==> config.mk <==
export PLATFORM = sky130hd
export DESIGN_NAME = jsls_mulq
export DESIGN_NICKNAME = d
export VERILOG_FILES = /design/src/design/jsls_pkg.sv /design/src/design/jsls_mulq.sv
export SDC_FILE = /design/constraint.sdc
export NUM_CORES = 2
export LEC_CHECK = 0
export CORE_MARGIN = 1
export CORE_UTILIZATION = 45
export DETAILED_ROUTE_END_ITERATION = 7
export DONT_BUFFER_PORTS = 1
export HOLD_SLACK_MARGIN = 0.03
export PLACE_DENSITY = 0.66
export SLEW_MARGIN = 25
export SYNTH_ARGS = -nofsm -noshare
export SYNTH_HDL_FRONTEND = slang
export SYNTH_SLANG_ARGS = --single-unit
==> constraint.sdc <==
create_clock -name i_clk -period 10.5 [get_ports i_clk]
set_input_delay 0.525 -clock i_clk [delete_from_list [all_inputs] [get_ports i_clk]]
set_output_delay 0.525 -clock i_clk [all_outputs]
set_load 0.1 [all_outputs]
==> src/design/jsls_pkg.sv <==
package jsls_pkg;

    localparam int VALUE_BITS = 32;
    localparam int ACC_BITS   = 38;
    localparam int DIV_STEPS  = 49;

    localparam logic [1:0] KIND_MATRIX = 2'd0;
    localparam logic [1:0] KIND_FREE   = 2'd1;
    localparam logic [1:0] KIND_GUESS  = 2'd2;
    localparam logic [1:0] KIND_SOLVE  = 2'd3;

    localparam logic [1:0] STAT_CONVERGED = 2'd0;
    localparam logic [1:0] STAT_NOT_DOM   = 2'd1;
    localparam logic [1:0] STAT_ZERO_DIAG = 2'd2;
    localparam logic [1:0] STAT_LIMIT     = 2'd3;

    localparam logic [1:0] CFG_SIZE   = 2'd0;
    localparam logic [1:0] CFG_TOL    = 2'd1;
    localparam logic [1:0] CFG_METHOD = 2'd2;
    localparam logic [1:0] CFG_LIMIT  = 2'd3;

    typedef logic signed [VALUE_BITS-1:0] t_value;
    typedef logic [VALUE_BITS-1:0]        t_mag;

    typedef struct packed {
        logic start;
        logic neg;
        t_mag num_mag;
        t_mag den_mag;
    } t_div_req;

    function automatic t_mag f_mag(input t_value v);
        return v[VALUE_BITS-1] ? t_mag'(-v) : t_mag'(v);
    endfunction

    function automatic t_value f_from_mag(input logic neg, input logic [63:0] mag);
        logic [63:0] lim;
        lim = 64'd1 << (VALUE_BITS - 1);
        if (mag >= lim) begin
            return neg ? t_value'(lim) : t_value'(lim - 64'd1);
        end
        return neg ? t_value'(-mag) : t_value'(mag);
    endfunction

    function automatic t_value f_sat_acc(input logic signed [ACC_BITS-1:0] a);
        logic signed [ACC_BITS-1:0] hi;
        logic signed [ACC_BITS-1:0] lo;
        hi = (ACC_BITS'(1) <<< (VALUE_BITS - 1)) - ACC_BITS'(1);
        lo = -(ACC_BITS'(1) <<< (VALUE_BITS - 1));
        if (a > hi) begin
            return t_value'(hi);
        end else if (a < lo) begin
            return t_value'(lo);
        end
        return t_value'(a);
    endfunction

endpackage

==> src/design/jsls_mulq.sv <==
module jsls_mulq (
    input  logic             i_clk,
    input  logic             i_en,
    input  jsls_pkg::t_value i_a,
    input  jsls_pkg::t_value i_b,
    output jsls_pkg::t_value o_prod
);

    logic [63:0] r_mag;
    logic        r_neg;

    always_ff @(posedge i_clk) begin
        if (i_en) begin
            r_mag <= 64'(jsls_pkg::f_mag(i_a)) * 64'(jsls_pkg::f_mag(i_b));
            r_neg <= i_a[jsls_pkg::VALUE_BITS-1] != i_b[jsls_pkg::VALUE_BITS-1];
        end
    end

    assign o_prod = jsls_pkg::f_from_mag(r_neg, (r_mag + 64'h8000) >> 16);

endmodule

==> reports/metrics.csv <==
stage,metric,value,unit
routing,initialDrtViolationCount,2472,
placed_design,dp_worst_setup_slack,-0.222,ns
timing,rsz0062_at_grt,false,
finish,nNetsFinal,5503,
global_route,grt-ovfl-total,0,
clock_tree,cts-buffers-inserted,5,
clock_tree,clk_pin_slew_worst_paths,0.07,ns
global_route,grt_use_total,0.294,
placed_design,portBuffers,0,
floorplanning,core-area,80800,µm²
synth,seq_area_frac_synth,0.0407,
worst_setup_path,worstSetupEndpointType,flop,
timing,setup_violations,0,
worst_setup_path,crit_end,r_mag[57],
worst_setup_path,slowest_delay,0.61,ns
worst_setup_path,slowest_stage,or4_1,
clock_tree,cts_buffer_depth,2,
job,maxCapViolations,0,
global_route,antenna_found_initial,1,
worst_setup_path,startpoint_type,input pin,
hold_path,min_path_type,input pin to flop,
floorplanning,start_util,0.456,
finish,fin_util,0.488,
clock_tree,cts_tree,built,
timing,tightestPinTransition,1.05,ns
synth,syn_nets,5507,
finish,drive_above_1_share,0.0598,
synth,synth.avg_cell_area,8.61,µm²
synth,synth.cell_area,36900,µm²
worst_setup_path,cp.required,10.55,ns
timing,fmaxAchievable,99.7,MHz
floorplanning,die_h,288,µm
placed_design,gp_congestion,0.971,
synth,ys_ff_latch,50,
worst_setup_path,arrival,10.08,ns
timing,min_period,10.03,ns
worst_setup_path,cp_max_fo,5,
clock_tree,clkSinkCount,50,
floorplanning,die_w,288,µm
routing,routed_wl,118,mm
synth,post_synth_num_cell_types,63,
routing,drc,0,
timing,max_slew_margin,0.294,
worst_setup_path,startpoint,i_a[7],
clock_tree,cts_htree_levels,2,
placed_design,dp_hpwl,101,mm
global_route,grt_pass1_vias,31300,
floorplanning,std_cell_rows,104,
synth,synth_top_flop_cell,edfxtp_1,
floorplanning,die_area,83100,µm²
outcome,outcome,"finished, final reports clean",
clock_tree,cts-root-buf,clkbuf_16,
global_route,grt_pass1_wl,182,mm
synth,async_flop_share,0,
routing,first_pass_iters,5,
clock_tree,cts_hold_buf,0,
synth,synth-edff-count,50,
synth,yosysWarnings,0,
timing,timing.final.crit_share,0.955,
worst_setup_path,path_class,input pin to flop,
timing,slew_violations,0,
routing,vias_per_cell,5.58,
finish,antenna_cells,0,
routing,ant_nets,0,
routing,vias,29800,
timing,setup_ws,0.474,ns
timing,hold_violations,0,
global_route,grt_max_degree,65,
worst_setup_path,crit_path_frequent_cell,fa_1,
finish,syn2layout_area_growth,6.98,%
floorplanning,ios,98,
routing,wl_per_cell,22.1,µm
synth,syn-instance-count,4282,
timing,setup_tns,0,ns
layer usage:
| layer | vias to the layer above | routed length, µm | track usage |
|---|---|---|---|
| li1 | 12800 | - | - |
| met1 | 15000 | 41200 | 0.350 |
| met2 | 1469 | 55400 | 0.476 |
| met3 | 455 | 10600 | 0.0558 |
| met4 | 0 | 10700 | 0.214 |
| met5 | - | 0 | 0 |
worst max-delay path, delay by kind of cell:
kind,cells,cell delay [ns]
fa+ha+maj,9,4.32
simple gates,8,2.46
compound gates,8,2.07
buf+inv,5,0.37
xor+xnor,2,0.33
kinds of logic (layout without fill, tap and decap cells):
family / count (synthesis) / in the layout / synth area share
AOI/OAI and AO/OA: 328 / 328 / 0.0566
xor gates and xnor gates: 206 / 206 / 0.0489
adders and majority gates: 1159 / 1159 / 0.575
buffers and inverters: 1098 / 1095 / 0.112
DFF: 50 / 50 / 0.0407
muxes: 24 / 24 / 0.00665
and+or+nand+nor: 1417 / 1417 / 0.160
state kept, by name, summed over array words and instances (netlist names):
signal  count
r_mag      49
r_neg       1
what timing repair did:
action	4_1_cts	5_1_grt
endpoints found under the setup margin	0	13
resized for setup	0	6
setup buffers	0	0
per-stage QoR:
step	instance area, µm²	cells	hold slack [ns]
final	39500	5339	0.350
after floorplan	36900	4282	0.637
after CTS	39400	5339	0.335
after global routing	39500	5339	0.333
after detailed placement	39200	5331	0.654
after global placement	39200	5331	0.653
how the worst min path moves through the flow:
| stage | start | to | slack, ns | cells past startpoint |
|---|---|---|---|---|
| 5_1_grt | i_en | r_mag[54] | 0.33 | 0 |
| 4_1_cts | i_en | r_mag[54] | 0.34 | 0 |
| 6_report | i_en | r_mag[54] | 0.35 | 0 |
| 2_1_floorplan | i_en | r_mag[15] | 0.64 | 0 |
| 3_5_place_dp | i_en | r_mag[54] | 0.65 | 0 |
| 3_3_place_gp | i_en | r_mag[54] | 0.65 | 0 |
final cells by class:
type                            count  area (µm²)
Sequential cell                    50        1500
Multi-Input combinational cell   3134       31600
Inverter                          900        3380
Timing Repair Buffer              187        1500
Clock inverter                      2        37.5
Tap cell                         1060        1330
Clock buffer                        6         129
Fill cell                        7685       41400
placed cells by master, fill, tap and decap left out, types with 7 or more instances in the layout:
cell type	netlist	layout
a21oi_1	95	95
o21bai_1	7	7
nor2_1	618	618
nor3_1	33	33
ha_1	264	264
and4_1	8	8
buf_4	2	180
inv_1	899	899
fa_1	895	895
and2_1	14	14
o31ai_1	17	17
nand2b_1	15	15
o21ai_0	67	66
nand3_1	56	56
and3_1	27	27
or4_1	10	10
nand4_1	28	28
o211ai_1	11	11
a31oi_1	11	10
xnor2_1	120	100
edfxtp_1	50	50
o21a_1	7	7
or3_1	7	7
nand2_1	565	565
xnor2_2	0	20
xor2_1	86	72
nor4_1	12	11
xor2_2	0	14
mux2i_1	20	17
a21o_1	66	66
cells in the mapped netlist, types with 50 or more instances:
cell type	n	share of area
o21ai_0	67	0.0091
inv_1	899	0.092
xnor2_1	120	0.028
a21o_1	66	0.013
xor2_1	86	0.020
clkbuf_1	188	0.019
nand2_1	565	0.058
fa_1	895	0.49
nor2_1	618	0.063
a21oi_1	95	0.013
edfxtp_1	50	0.041
ha_1	264	0.090
nand3_1	56	0.0076
Power is left out: the tool's default activity adds up to more than one toggle a clock period on the data nets, which glitch-free logic cannot reach.
