--- config.mk ---
export PLATFORM = sky130hd
export DESIGN_NAME = jsls_div
export DESIGN_NICKNAME = d
export VERILOG_FILES = /design/src/design/jsls_pkg.sv /design/src/design/jsls_div.sv
export SDC_FILE = /design/constraint.sdc
export NUM_CORES = 1
export LEC_CHECK = 0
export ABC_AREA = 1
export BUFFER_PORTS_ARGS = -buffer_cell sky130_fd_sc_hd__buf_4
export CORE_MARGIN = 2
export CORE_UTILIZATION = 55
export DETAILED_ROUTE_END_ITERATION = 8
export PLACE_DENSITY = 0.82
export SLEW_MARGIN = 40
export SYNTH_ARGS = -nofsm -noshare
export SYNTH_HDL_FRONTEND = slang
export SYNTH_SLANG_ARGS = --single-unit
--- constraint.sdc ---
create_clock -name i_clk -period 3.4 [get_ports i_clk]
set_input_delay 0.68 -clock i_clk [delete_from_list [all_inputs] [get_ports i_clk]]
set_output_delay 0.68 -clock i_clk [all_outputs]
set_load 0.03 [all_outputs]
--- src/design/jsls_pkg.sv ---
package jsls_pkg;

    localparam int VALUE_BITS = 32;
    localparam int ACC_BITS   = 38;
    localparam int DIV_STEPS  = 49;

    localparam logic [1:0] KIND_MATRIX = 2'd0;
    localparam logic [1:0] KIND_FREE   = 2'd1;
    localparam logic [1:0] KIND_GUESS  = 2'd2;
    localparam logic [1:0] KIND_SOLVE  = 2'd3;

    localparam logic [1:0] STAT_CONVERGED = 2'd0;
    localparam logic [1:0] STAT_NOT_DOM   = 2'd1;
    localparam logic [1:0] STAT_ZERO_DIAG = 2'd2;
    localparam logic [1:0] STAT_LIMIT     = 2'd3;

    localparam logic [1:0] CFG_SIZE   = 2'd0;
    localparam logic [1:0] CFG_TOL    = 2'd1;
    localparam logic [1:0] CFG_METHOD = 2'd2;
    localparam logic [1:0] CFG_LIMIT  = 2'd3;

    typedef logic signed [VALUE_BITS-1:0] t_value;
    typedef logic [VALUE_BITS-1:0]        t_mag;

    typedef struct packed {
        logic start;
        logic neg;
        t_mag num_mag;
        t_mag den_mag;
    } t_div_req;

    function automatic t_mag f_mag(input t_value v);
        return v[VALUE_BITS-1] ? t_mag'(-v) : t_mag'(v);
    endfunction

    function automatic t_value f_from_mag(input logic neg, input logic [63:0] mag);
        logic [63:0] lim;
        lim = 64'd1 << (VALUE_BITS - 1);
        if (mag >= lim) begin
            return neg ? t_value'(lim) : t_value'(lim - 64'd1);
        end
        return neg ? t_value'(-mag) : t_value'(mag);
    endfunction

    function automatic t_value f_sat_acc(input logic signed [ACC_BITS-1:0] a);
        logic signed [ACC_BITS-1:0] hi;
        logic signed [ACC_BITS-1:0] lo;
        hi = (ACC_BITS'(1) <<< (VALUE_BITS - 1)) - ACC_BITS'(1);
        lo = -(ACC_BITS'(1) <<< (VALUE_BITS - 1));
        if (a > hi) begin
            return t_value'(hi);
        end else if (a < lo) begin
            return t_value'(lo);
        end
        return t_value'(a);
    endfunction

endpackage

--- src/design/jsls_div.sv ---
module jsls_div (
    input  logic                i_clk,
    input  logic                i_rst_n,
    input  jsls_pkg::t_div_req  i_req,
    output logic                o_done,
    output jsls_pkg::t_value    o_quot
);

    logic [jsls_pkg::DIV_STEPS-1:0] r_dvd;
    jsls_pkg::t_mag                 r_rem;
    jsls_pkg::t_mag                 r_den;
    logic                           r_neg;
    logic [5:0]                     r_cnt;
    logic                           r_run;
    logic                           r_done;
    logic [jsls_pkg::VALUE_BITS:0]  w_trial;
    logic                           w_ge;

    assign w_trial = {r_rem, r_dvd[jsls_pkg::DIV_STEPS-1]};
    assign w_ge    = w_trial >= {1'b0, r_den};

    always_ff @(posedge i_clk) begin
        if (!i_rst_n) begin
            r_run  <= 1'b0;
            r_done <= 1'b0;
            r_cnt  <= '0;
        end else begin
            r_done <= 1'b0;
            if (i_req.start) begin
                r_dvd <= jsls_pkg::DIV_STEPS'({i_req.num_mag, 16'd0})
                       + jsls_pkg::DIV_STEPS'(i_req.den_mag >> 1);
                r_rem <= '0;
                r_den <= i_req.den_mag;
                r_neg <= i_req.neg;
                r_cnt <= 6'(jsls_pkg::DIV_STEPS);
                r_run <= 1'b1;
            end else if (r_run) begin
                r_rem <= w_ge ? jsls_pkg::VALUE_BITS'(w_trial - {1'b0, r_den})
                              : w_trial[jsls_pkg::VALUE_BITS-1:0];
                r_dvd <= {r_dvd[jsls_pkg::DIV_STEPS-2:0], w_ge};
                r_cnt <= r_cnt - 6'd1;
                if (r_cnt == 6'd1) begin
                    r_run  <= 1'b0;
                    r_done <= 1'b1;
                end
            end
        end
    end

    assign o_done = r_done;
    assign o_quot = jsls_pkg::f_from_mag(r_neg, 64'(r_dvd));

endmodule

==> metrics.txt, run 1 <==
status finished clean; fraction of layout cells with a size suffix above 1 0.108; Yosys top cell by area edfxtp_1; width of the die 141 µm; most common cell after layout, fill and taps aside nand2_1; Logic pwr share 0.334; core area 0.0186 mm²; flops & latches, synth 122; wire per inst 15.4 µm; Die Y 141 µm; Flop pwr share 0.345; clock sink count 122; nets@finish 1781; register area share after synthesis 0.346; Cell variety after synth 43; unrepaired setup endpoints after global routing false; Gate Count Post-Synth 1564; Clock Power Share 0.321; placed insts 1876; HP Class primary input to register; GPL Wtd Cong 0.977; critical path data required time 2.72 ns; Yosys Warn Count 0; Slowest-stage cell, CP edfxtp_1; critical path class register to output pin; global route total overflow 0; Mapped Nets 1684; Starting Density 0.557; top-area cell type share of the netlist area 0.331; CTS Buffer Depth 2; Num CTS Buffers 17; largest net degree at the start of global routing 69; gr usage total 0.301; Tmin final 3.14 ns; endpoint class of the critical path output pin; post-DP HPWL 23000 µm; worst skew pair latency 0.43 ns; worst-margin pin slew 0.701 ns; global-route wire length before repair 47200 µm; Sw Share 0.376; initial DRC count 786; Post-Syn Area 0.0104 mm²; Site Rows 50; fmax 318 MHz; fillers 1683; P per Cell Area 474 mW/mm²; P_int 3.53 mW; average size of a mapped cell 6.62 µm²; Hold Vio Cnt, Final 0; Max Slew Vio Count 0; CP Max Fanout 13; CP Cell Sequence nor2_1 > nand4_1 > nor3_1 > nand3_1 > clkinvlp_4 > buf_4 > nand2_1 > nand2_1 > buf_4; non-filler cells, final 1908; final setup fails 0; MaxCap Viol Count 0; CTS tree done; Setup crit start kind register; number of iterations in the first detailed-routing pass 6; ranking of synthesized cells by area edfxtp_1 (33%), nand2_1 (21%), inv_1 (9.1%); top cell family by delay on the critical path simple AND/OR/NAND/NOR gates; via count 10109; clk root buf clkbuf_16; total wire length 29500 µm; Clk pin slew, worst setup/hold paths 0.07 ns; htree depth 4; cts hold-fix bufs 0; Final period util 0.924; Die ar. 0.0199 mm²; initial antenna violation count 0; n_diodes 0; VDD IR-drop max 0.393 mV; Slew headroom 0.532; Synth-to-Final Area Change 15.1%; critical path arrival 2.46 ns; WP buf/inv 3; Vias/cell 5.30; vias in the first global route 9548; # IOs 101; Worst Clk Skew 0.0106 ns; # DRC 0; Pleak 6.19 nW; post-route setup TNS 0 ns; CP max stage delay 0.41 ns; # port buffers 100; most frequent cells in the layout nand2_1 (568), inv_1 (250), nor2_1 (185), edfxtp_1 (114), buf_4 (107); DRT antenna net count 0; switching power 2.12 mW
[timing repair]
| action | 4_1_cts | 5_1_grt |
|---|---|---|
| setup buffers | 0 | 0 |
| endpoints found under the setup margin | 0 | 9 |
| gates resized for setup | 0 | 3 |
[power by group through the flow]
| stage | clock network, mW | logic (mW) | registers (mW) |
|---|---|---|---|
| 2_1_floorplan | 0 | 1.36 | 1.95 |
| 6_report | 1.81 | 1.89 | 1.95 |
| 3_5_place_dp | 0 | 1.85 | 1.97 |
| 4_1_cts | 1.82 | 1.86 | 1.95 |
| 3_3_place_gp | 0 | 1.83 | 1.97 |
| 5_1_grt | 1.88 | 2.11 | 1.96 |
[worst register-to-register path, cell delays in order, from the launching register on]
cell and delay [ns]:
edfxtp_1 0.42, ha_1 0.40, nand2_1 0.16, inv_1 0.05
nand2_1 0.06, nand2_1 0.06, a21oi_1 0.21, nand3_2 0.12
inv_4 0.32, nand2_8 0.17, inv_6 0.26, nor2_1 0.09
nor2_1 0.16
[routing by layer]
metal	vias to the layer above	GRT usage	share of wire
met1	4565	0.404	0.43
met3	51	0.0408	0.066
met5	-	0	0
met4	0	0.0974	0.023
met2	387	0.506	0.48
li1	5106	-	-
[final timing paths]
path	slack, ns	end	depth (start not counted)	startpoint
setup / recovery	0.26	o_quot[12]	9	r_dvd[40]$_DFFE_PP_
setup reg to reg	0.75	r_rem[29]$_SDFFCE_PP0P_	12	r_rem[26]$_SDFFCE_PP0P_
hold reg to reg	0.49	r_cnt[4]$_SDFFE_PN0N_	2	r_cnt[4]$_SDFFE_PN0N_
hold / removal	0.42	r_neg$_DFFE_PP_	1	i_req[64]
[per-stage QoR]
step / power (mW) / worst slack [ns] / cell area (µm²) / util / hold WS (ns)
after floorplan: 3.31 / 0.155 / 10400 / - / 0.456
after global placement: 3.80 / 0.604 / 11300 / 0.610 / 0.475
after detailed placement: 3.82 / 0.641 / 11300 / 0.610 / 0.485
after CTS: 5.63 / 0.183 / 11900 / 0.641 / 0.412
after global routing: 5.96 / 0.0261 / 11900 / 0.641 / 0.410
final: 5.65 / 0.258 / 11900 / 0.641 / 0.424
[flip-flops by register name, indices dropped and copies added (netlist names)]
name and flops:
o_done 1, r_rem 32, r_neg 1, r_run 1, r_dvd 49, r_cnt 6, r_den 32
[cell usage after synthesis (all sizes together)]
| cell type | count |
|---|---|
| nand2 | 577 |
| nor3b | 2 |
| nand4 | 16 |
| nor2 | 199 |
| o21ai | 55 |
| o22ai | 4 |
| inv | 256 |
| or2 | 7 |
| a31oi | 2 |
| and2 | 9 |
| ha | 50 |
| nor4 | 1 |
| a211oi | 1 |
| a21oi | 40 |
| o21bai | 1 |
| o21a | 2 |
| xnor2 | 9 |
| edfxtp | 114 |
| nand3b | 26 |
| clkbuf | 18 |
| a21o | 2 |
| fa | 2 |
| buf | 13 |
| xor2 | 38 |
| dfxtp | 8 |
| o211ai | 1 |
| o31ai | 1 |
| nand3 | 99 |
| nor3 | 11 |
[final cells by class]
type                       count  area (µm²)  share of cell area
clock buffer                  17         425              0.0357
clock inverter                15         151              0.0127
inverter                     256         972              0.0816
multi-input combinational   1155        5650               0.474
sequential                   122        3580               0.301
tap                          234         293              0.0246
timing repair buffer         109         843              0.0708
[logic make-up (layout without fill, tap and decap cells)]
kind of cell,after synthesis,count (layout),synth area share
fa+ha+maj,52,52,0.0643
flops,122,122,0.346
xor+xnor,47,47,0.0398
buf+inv,287,397,0.110
simple gates,947,947,0.384
compound gates,109,109,0.0557
Power figures use the tool's default switching activity.
==> run 2, diff against run 1 <==
- PLACE_DENSITY: 0.82 -> 0.79
- clock period: 3.4 -> 3.35 ns (I/O delays scaled with it)
==> run 2 against run 1 <==
  * Routed wire length down 0.24%
  * Via count grew 0.33%
  * Cell area did not move
  * Global-route usage about the same
  * Highest routed layer unchanged
==> metrics.txt, run 2 (same netlist as run 1, synthesis figures left out) <==
most common cell after layout, fill and taps aside nand2_1; P_int 3.63 mW (+2.9%); critical path data required time 2.68 ns (-0.04 ns); critical path arrival 2.56 ns (+0.10 ns); Starting Density 0.557 (unchanged); post-DP HPWL 22800 µm (-0.64%); post-CTS setup buffers 0 (unchanged); Die Y 141 µm (unchanged); Top Layer Used met4; Tmin final 3.23 ns; HP Class primary input to register; initial DRC count 964 (+23%); CTS tree done; P per Cell Area 480 mW/mm² (+1.4%); switching power 2.09 mW (-1.3%); CTS Buffer Depth 2 (unchanged); Top reg by flops r_dvd; worst skew pair latency 0.43 ns (about the same); largest net degree at the start of global routing 66 (-4.3%); # IOs 101 (unchanged); Pleak 6.19 nW (about the same); wl on met1 12700 µm (+0.83%); worst-margin pin slew 0.628 ns (-0.0737 ns); nets@finish 1783 (+0.11%); most frequent cells in the layout nand2_1 (568), inv_1 (250), nor2_1 (185), edfxtp_1 (114), buf_4 (110); htree depth 4 (unchanged); CP Cell Sequence inv_1 > ha_1 > nand4_1 > nor2_1 > nand2_1 > o21ai_0 > xor2_1 > o21ai_0 > buf_4; endpoint class of the critical path output pin; number of iterations in the first detailed-routing pass 7 (+1); DR WL met3 1690 µm (-13%); Num CTS Buffers 17 (unchanged); n_diodes 0 (unchanged); Final period util 0.965; Clk pin slew, worst setup/hold paths 0.06 ns (about the same); Largest register FFs 49 (unchanged); Worst Clk Skew 0.0122 ns (+0.00165 ns); WP buf/inv 2 (-1); Reg area 0.00358 mm² (unchanged); Flop pwr share 0.346 (about the same); Sw Share 0.366 (-0.00982); fmax 309 MHz; DRT antenna net count 0 (unchanged); MaxCap Viol Count 0 (unchanged); # DRC 0 (unchanged); clk root buf clkbuf_16; # port buffers 100 (unchanged); total wire length 29400 µm (-0.24%); top flop regs r_dvd: 49 flops, r_den: 32 flops, r_rem: 32 flops; Hold Vio Cnt, Final 0 (unchanged); top cell family by delay on the critical path simple AND/OR/NAND/NOR gates; CP dominant cell by count o21ai_0; DR WL met2 14100 µm (-0.90%); global-route wire length before repair 47600 µm (+0.92%); CP Max Fanout 4 (-9); Clock Power Share 0.321 (about the same); final setup fails 0 (unchanged); via count 10142 (+0.33%); fillers 1708 (+1.5%); Logic pwr share 0.332 (-0.002); Max Slew Vio Count 0 (unchanged); Slew headroom 0.582 (+0.0491); Slowest-stage cell, CP edfxtp_1; status finished clean; critical path class register to output pin; width of the die 141 µm (unchanged); Synth-to-Final Area Change 15.1% (unchanged); Vias/cell 5.31 (+0.22%); VDD IR-drop max 0.481 mV (+22%); fraction of layout cells with a size suffix above 1 0.108 (+0.000468); post-route setup TNS 0 ns (unchanged); clock sink count 122 (unchanged); wire per inst 15.4 µm (-0.35%); non-filler cells, final 1910 (+0.10%); CP max stage delay 0.42 ns (about the same); final core utilization 0.641 (unchanged); initial antenna violation count 0 (unchanged); unrepaired setup endpoints after global routing false; GPL Wtd Cong 1.02 (+4.3%); area of the multi-input gates 0.00565 mm² (unchanged); core area 0.0186 mm² (unchanged); Site Rows 50 (unchanged); gr usage total 0.301 (about the same); Die ar. 0.0199 mm² (unchanged); placed insts 1878 (+0.11%); global route total overflow 0 (unchanged); Setup crit start kind register; vias in the first global route 9703 (+1.6%)
[run 2: final timing paths]
path,startpoint,endpoint,slack (ns),cells after the start
setup / recovery,r_dvd[0]$_DFFE_PP_,o_quot[16],0.12,9
setup reg to reg,r_rem[26]$_SDFFCE_PP0P_,r_rem[27]$_SDFFCE_PP0P_,0.69,10
hold / removal,i_req[64],r_neg$_DFFE_PP_,0.43,1
hold reg to reg,r_cnt[4]$_SDFFE_PN0N_,r_cnt[4]$_SDFFE_PN0N_,0.50,2
[run 2: layer usage]
layer,vias up,GRT usage
met5,-,0
met4,0,0.0995
met3,62,0.0486
met2,332,0.511
met1,4641,0.394
li1,5107,-
[run 2: worst register-to-register path, cell delays in order (launching register included)]
cell	delay [ns]
edfxtp_1	0.40
ha_1	0.40
nand2_1	0.18
nor2_1	0.22
nand2_1	0.14
nor3_4	0.17
nand2_4	0.27
nand2_8	0.27
inv_6	0.14
nor2_1	0.18
nor2_1	0.06
[run 2: layout make-up]
class,count,share of cell area
Multi-Input combinational cell,1155,0.474
Clock inverter,14,0.0122
Inverter,256,0.0816
Timing Repair Buffer,111,0.0710
Clock buffer,18,0.0360
Tap cell,234,0.0246
Sequential cell,122,0.301
[run 2: power groups by stage]
stage	Sequential, mW	Combinational [mW]	Clock (mW)
floorplan	1.98	1.38	0
global placement	2.00	1.85	0
detailed placement	2.01	1.88	0
CTS	1.98	1.89	1.85
global route	1.99	2.15	1.91
finish	1.98	1.90	1.84
[run 2: repair_timing]
item,CTS,global route
hold buffers,0,0
gates resized for setup,0,3
endpoints found under the setup margin,0,14
[run 2: per-stage QoR]
step / power, mW / hold slack, ns / cell area, µm² / setup WS [ns]
3_5_place_dp: 3.88 / 0.485 / 11300 / 0.599
4_1_cts: 5.71 / 0.417 / 11900 / 0.134
2_1_floorplan: 3.36 / 0.456 / 10400 / 0.115
5_1_grt: 6.05 / 0.416 / 11900 / 0.0106
3_3_place_gp: 3.85 / 0.473 / 11300 / 0.662
6_report: 5.72 / 0.428 / 11900 / 0.117
